$ cat src/rtl/ilpm_pkg.sv
`default_nettype none
package ilpm_pkg;

   localparam int TS_W      = 64;
   localparam int US_W      = 32;
   localparam int TOTAL_W   = 48;
   localparam int FIELD10_W = 10;
   localparam int DSR_W     = 13;
   localparam int DIV_CNT_W = 6;
   localparam int PCT_W     = 7;

   // ns to us conversion, one 14-bit dividend digit at a time
   localparam int CHUNK_W       = 14;
   localparam int REM_W         = 10;
   localparam int MV_W          = REM_W + CHUNK_W;
   localparam int MQ_W          = 42;
   localparam int MARK_STEP_W   = 3;
   localparam int RECIP_1000_W  = 25;
   localparam int RECIP_1000_SH = 34;
   localparam int MPROD_W       = MV_W + RECIP_1000_W;
   localparam int RECIP_100_W   = 19;
   localparam int RECIP_100_SH  = 25;

   localparam logic [DSR_W-1:0] NS_PER_US  = DSR_W'(1000);
   localparam logic [PCT_W-1:0] RANK_ROUND = PCT_W'(99);
   localparam logic [PCT_W-1:0] PCT_P50    = PCT_W'(50);
   localparam logic [PCT_W-1:0] PCT_P95    = PCT_W'(95);
   localparam logic [PCT_W-1:0] PCT_P99    = PCT_W'(99);

   // ceil(2^sh / d), exact over the operand ranges used
   localparam logic [RECIP_1000_W-1:0] RECIP_1000  = RECIP_1000_W'(17179870);
   localparam logic [RECIP_100_W-1:0]  RECIP_100   = RECIP_100_W'(335545);
   localparam logic [MARK_STEP_W-1:0]  MARK_COMMIT = MARK_STEP_W'(6);

   typedef enum logic [1:0] {
      REQ_MARK   = 2'd0,
      REQ_REPORT = 2'd1,
      REQ_CLEAR  = 2'd2,
      REQ_NONE   = 2'd3
   } ilpm_op_type;

   typedef enum logic [1:0] {
      SEL_P50 = 2'd0,
      SEL_P95 = 2'd1,
      SEL_P99 = 2'd2,
      SEL_END = 2'd3
   } ilpm_sel_type;

   typedef enum logic [2:0] {
      ST_IDLE,
      ST_MARK_WAIT,
      ST_RANK_GO,
      ST_RANK_WAIT,
      ST_SCAN,
      ST_SCAN_END,
      ST_SCAN_UPD,
      ST_MEAN_WAIT
   } ilpm_state_type;

   typedef struct packed {
      logic [1:0]      req_type;
      logic [TS_W-1:0] timestamp_ns;
   } ilpm_req_type;

   typedef struct packed {
      logic                 valid_res;
      logic [FIELD10_W-1:0] sample_count;
      logic [TOTAL_W-1:0]   total_written;
      logic [US_W-1:0]      p50_us;
      logic [US_W-1:0]      p95_us;
      logic [US_W-1:0]      p99_us;
      logic [US_W-1:0]      max_us;
      logic [US_W-1:0]      mean_us;
      logic [FIELD10_W-1:0] window_over_budget;
      logic [US_W-1:0]      lifetime_over_budget;
      logic [US_W-1:0]      generation;
      logic [TS_W-1:0]      session_span_ns;
   } ilpm_rsp_type;

   typedef struct packed {
      logic             start;
      logic [TS_W-1:0]  dividend;
      logic [DSR_W-1:0] divisor;
   } ilpm_div_req_type;

   typedef struct packed {
      logic            done;
      logic [TS_W-1:0] quotient;
   } ilpm_div_rsp_type;

endpackage
`default_nettype wire

$ cat src/rtl/ilpm_div.sv
`default_nettype none
module ilpm_div (
   input  wire logic                        clock,
   input  wire logic                        reset,
   input  wire ilpm_pkg::ilpm_div_req_type  div_req,
   output ilpm_pkg::ilpm_div_rsp_type       div_rsp
);
   import ilpm_pkg::*;

   logic                 run_ff, run_in;
   logic                 done_ff, done_in;
   logic [DIV_CNT_W-1:0] cnt_ff, cnt_in;
   logic [TS_W-1:0]      quo_ff, quo_in;
   logic [DSR_W-1:0]     rem_ff, rem_in;
   logic [DSR_W-1:0]     dsr_ff, dsr_in;
   logic [DSR_W:0]       trial;

   always_comb begin
      run_in  = run_ff;
      done_in = 1'b0;
      cnt_in  = cnt_ff;
      quo_in  = quo_ff;
      rem_in  = rem_ff;
      dsr_in  = dsr_ff;
      trial   = {rem_ff, quo_ff[TS_W-1]};
      if (div_req.start) begin
         run_in = 1'b1;
         cnt_in = '1;
         quo_in = div_req.dividend;
         rem_in = '0;
         dsr_in = div_req.divisor;
      end else if (run_ff) begin
         // restoring step, one quotient bit per cycle
         if (trial >= {1'b0, dsr_ff}) begin
            rem_in = DSR_W'(trial - {1'b0, dsr_ff});
            quo_in = {quo_ff[TS_W-2:0], 1'b1};
         end else begin
            rem_in = trial[DSR_W-1:0];
            quo_in = {quo_ff[TS_W-2:0], 1'b0};
         end
         cnt_in = cnt_ff - 1'b1;
         if (cnt_ff == '0) begin
            run_in  = 1'b0;
            done_in = 1'b1;
         end
      end
   end

   always_ff @(posedge clock) begin
      if (reset) begin
         run_ff  <= 1'b0;
         done_ff <= 1'b0;
         cnt_ff  <= '0;
      end else begin
         run_ff  <= run_in;
         done_ff <= done_in;
         cnt_ff  <= cnt_in;
      end
      quo_ff <= quo_in;
      rem_ff <= rem_in;
      dsr_ff <= dsr_in;
   end

   assign div_rsp.done     = done_ff;
   assign div_rsp.quotient = quo_ff;

endmodule
`default_nettype wire

$ cat config.mk
export PLATFORM = sky130hd
export DESIGN_NAME = ilpm_div
export DESIGN_NICKNAME = d
export VERILOG_FILES = /design/src/rtl/ilpm_pkg.sv /design/src/rtl/ilpm_div.sv
export SDC_FILE = /design/constraint.sdc
export NUM_CORES = 1
export LEC_CHECK = 0
export ABC_CLOCK_PERIOD_IN_PS = 5200
export BUFFER_PORTS_ARGS = -buffer_cell sky130_fd_sc_hd__buf_2
export CAP_MARGIN = 20
export CORE_MARGIN = 4
export CORE_UTILIZATION = 46
export CTS_CLUSTER_DIAMETER = 120
export DETAILED_ROUTE_END_ITERATION = 8
export HOLD_SLACK_MARGIN = 0.03
export PLACE_DENSITY = 0.73
export SLEW_MARGIN = 20
export SYNTH_ARGS = -nofsm -noshare
export SYNTH_HDL_FRONTEND = slang
export SYNTH_SLANG_ARGS = --single-unit
$ cat constraint.sdc
create_clock -name clock -period 5.2 [get_ports clock]
set_input_delay 0.26 -clock clock [delete_from_list [all_inputs] [get_ports clock]]
set_output_delay 0.26 -clock clock [all_outputs]
set_load 0.01 [all_outputs]
==> metrics.md <==
| Metric | Value |
|---|---|
| Status | finished, final reports clean |
| Clock period minus worst slack | 2950 ps |
| Port buffer count | 144 |
| Initial antenna violation count | 0 |
| Relative slew slack | 50.7% |
| Ranking of synthesized cells by area | edfxtp_1 48%, mux2_2 15%, dfxtp_1 8.8% |
| Core region area | 0.00995 mm^2 |
| Layout area overhead | 21.5% |
| Seq cells post-synth | 98 |
| Comb pwr share | 21.8% |
| Worst Tran Pin Value | 740 ps |
| Number of global-route vias before repair | 3329 |
| Postcts setup bufs | 0 |
| I/O pin count | 145 |
| Internal power | 1.35 mW |
| RSZ-0062 raised after global routing | false |
| Rows | 36 |
| 1st-iter DRT viols | 166 |
| Sequential power share | 52.2% |
| Pre-antenna DRT Iters | 5 |
| Max-Cap Viols | 0 |
| Max Root-Sink Buffers | 2 |
| Fmax | 339 MHz |
| DIE HEIGHT | 110 um |
| Final instance area | 0.00581 mm^2 |
| Share of the synthesized area in the top cell type | 48.3% |
| Sequential share of the synthesized area | 57.1% |
| Hold_sp | div_req[8] |
| Synth cell types | 50 |
| Reg2reg setup slack | 2250 ps |
| Worst Setup End Kind | flop |
| Synth Instances | 369 |
| Leak | 2.44 nW |
| Clock transition at path regs | 100 ps |
| Pins Over Slew Limit | 0 |
| GPL Wtd Cong | 0.806 |
| CTS tree | done |
| Syn Area/Cell | 13.0 um^2 |
| Arrival time at the worst endpoint | 3080 ps |
| Synth warn | 0 |
| DIE AREA | 0.0121 mm^2 |
| Root Driver | clkbuf_8 |
| RR Endpoint | quo_ff[0] |
| Overflow after GRT | 0 |
| Hold Vio Cnt, Final | 0 |
| Crit path kind | reg -> reg |
| Asr flop ratio synth | 0% |
| PD cells | 323 mW/mm^2 |
| Setup Skew | 11.5 ps |
| Hold-fix buffers at CTS | 0 |
| Yosys top cell by area | edfxtp_1 |
| Routed Antenna Nets | 0 |
| Final wirelength | 10700 um |
| Global Route Usage Sum | 17.3% |
| Most common cell after layout, fill and taps aside | buf_2 |
| Nets | 605 |
| Main synth FF type | edfxtp_1 |
| Clock group share of total power | 25.9% |
| Final period util | 56.8% |
| DRC | 0 |
| Layout Cells excl Fill | 647 |
| Setup TNS | 0 ps |
| Vias | 3386 |
| Die width | 110 um |
| Global-route wire length before repair | 16200 um |
| DP HPWL | 7850 um |
| H-tree levels | 3 |
| Max VDD drop | 0.281 mV |
| Final count of negative-setup-slack endpoints | 0 |
| Initial core utilization | 48.1% |
| Crit path launch type | flop |
| Cts repair resizes | 0 |
| Hold worst-path end | dsr_ff[8] |
| Reg2reg path depth | 10 |
| Worst hold slack | 65.8 ps |
| Placed Cells | 631 |
| Mapped cell area | 0.00479 mm^2 |
| Largest fanout on the critical path | 12 |
| Switching power | 0.526 mW |
| Most frequent cells in the layout | 143 x buf_2, 77 x edfxtp_1, 65 x mux2_2 |
| Share of cells above drive strength 1 | 47.5% |
| Sink Count | 98 |
| Worst reg2reg path startpoint | quo_ff[63] |
| Clk_lat worst skew | 370 ps |
| Sw frac | 28.0% |
| CTS Buf Count | 9 |
| Largest net degree at the start of global routing | 52 |
| EDFF count, synth | 77 |
| Mapped Nets | 465 |
| Antenna Cells | 0 |
| Hold crit path type | in -> reg |
| Critical Path RT | 5330 ps |
| Hold Crit Depth | 1 |
| Wire per inst | 16.6 um |
| Placed cell areas | 0.00562 mm^2 |
| Vias/cell | 5.23 |
worst max path at each step:
stage	from	to	slack, ps	cells after the start
global placement	quo_ff[63]	quo_ff[0]	2330	10
floorplan	quo_ff[63]	rem_ff[11]	2640	11
global route	quo_ff[63]	quo_ff[0]	1930	10
finish	quo_ff[63]	quo_ff[0]	2250	10
CTS	quo_ff[63]	quo_ff[0]	2240	10
detailed placement	quo_ff[63]	quo_ff[0]	2250	10
flip-flops by register name, indices dropped and copies added (netlist names):
register,cells
rem_ff,13
run_ff,1
done_ff,1
dsr_ff,13
cnt_ff,6
quo_ff,64
Yosys cell counts (all sizes together), types with 3 or more instances:
master,count
a21o,6
mux2,65
o21ai,15
a21oi,13
and3,3
nor2b,3
dfxtp,21
nand2,7
xor2,5
xnor2,8
ha,15
nand3,15
nor2,31
clkbuf,12
nor3,4
buf,7
or3b,3
inv,18
a311oi,11
edfxtp,77
or2,3
final cells by class:
type,count,area (um^2)
Fill cell,845,4140
Sequential cell,98,2730
Multi-Input combinational cell,234,1900
Timing Repair Buffer,148,753
Tap cell,133,166
Clock buffer,9,124
Clock inverter,7,68.8
Inverter,18,67.6
metrics by stage:
step                      utilization [%]  setup slack (ps)  power, mW
after CTS                            58.4              2240       1.90
after detailed placement             56.5              2250       1.41
after global placement               56.5              2330       1.39
after global routing                 58.4              1930       1.98
after floorplan                         -              2640       1.27
final                                58.4              2250       1.88
worst max-delay path: stages (launching register included):
cell and delay [ps]:
edfxtp_1 400, inv_1 90, ha_1 160, inv_1 50, fa_1 410, a211oi_1 240, o21ai_1 130, a21oi_1 350
a21o_1 430, nand2_1 160, mux2_2 290
power by group through the flow:
stage	logic (mW)	clock network [mW]	registers (mW)
2_1_floorplan	0.247	0	1.02
3_3_place_gp	0.399	0	0.996
3_5_place_dp	0.411	0	0.998
4_1_cts	0.412	0.503	0.982
5_1_grt	0.451	0.532	0.992
6_report	0.410	0.487	0.981
metal layers:
layer | track usage, % | up-vias | share of wire [%]
met1 | 21.1 | 1604 | 40
met3 | 6.52 | 15 | 7.8
li1 | - | 1664 | -
met5 | 0 | - | 0
met2 | 28.5 | 103 | 50
met4 | 5.34 | 0 | 1.5
cells by family after synthesis:
group / Yosys count / share of synthesized area [%]
compound gates: 61 / 9.28
xor+xnor: 13 / 2.38
fa+ha+maj: 16 / 4.34
buf+inv: 37 / 3.19
flops: 98 / 57.1
mux: 66 / 15.5
simple gates: 78 / 8.21
Note: power is estimated with default switching activity, not from simulation.
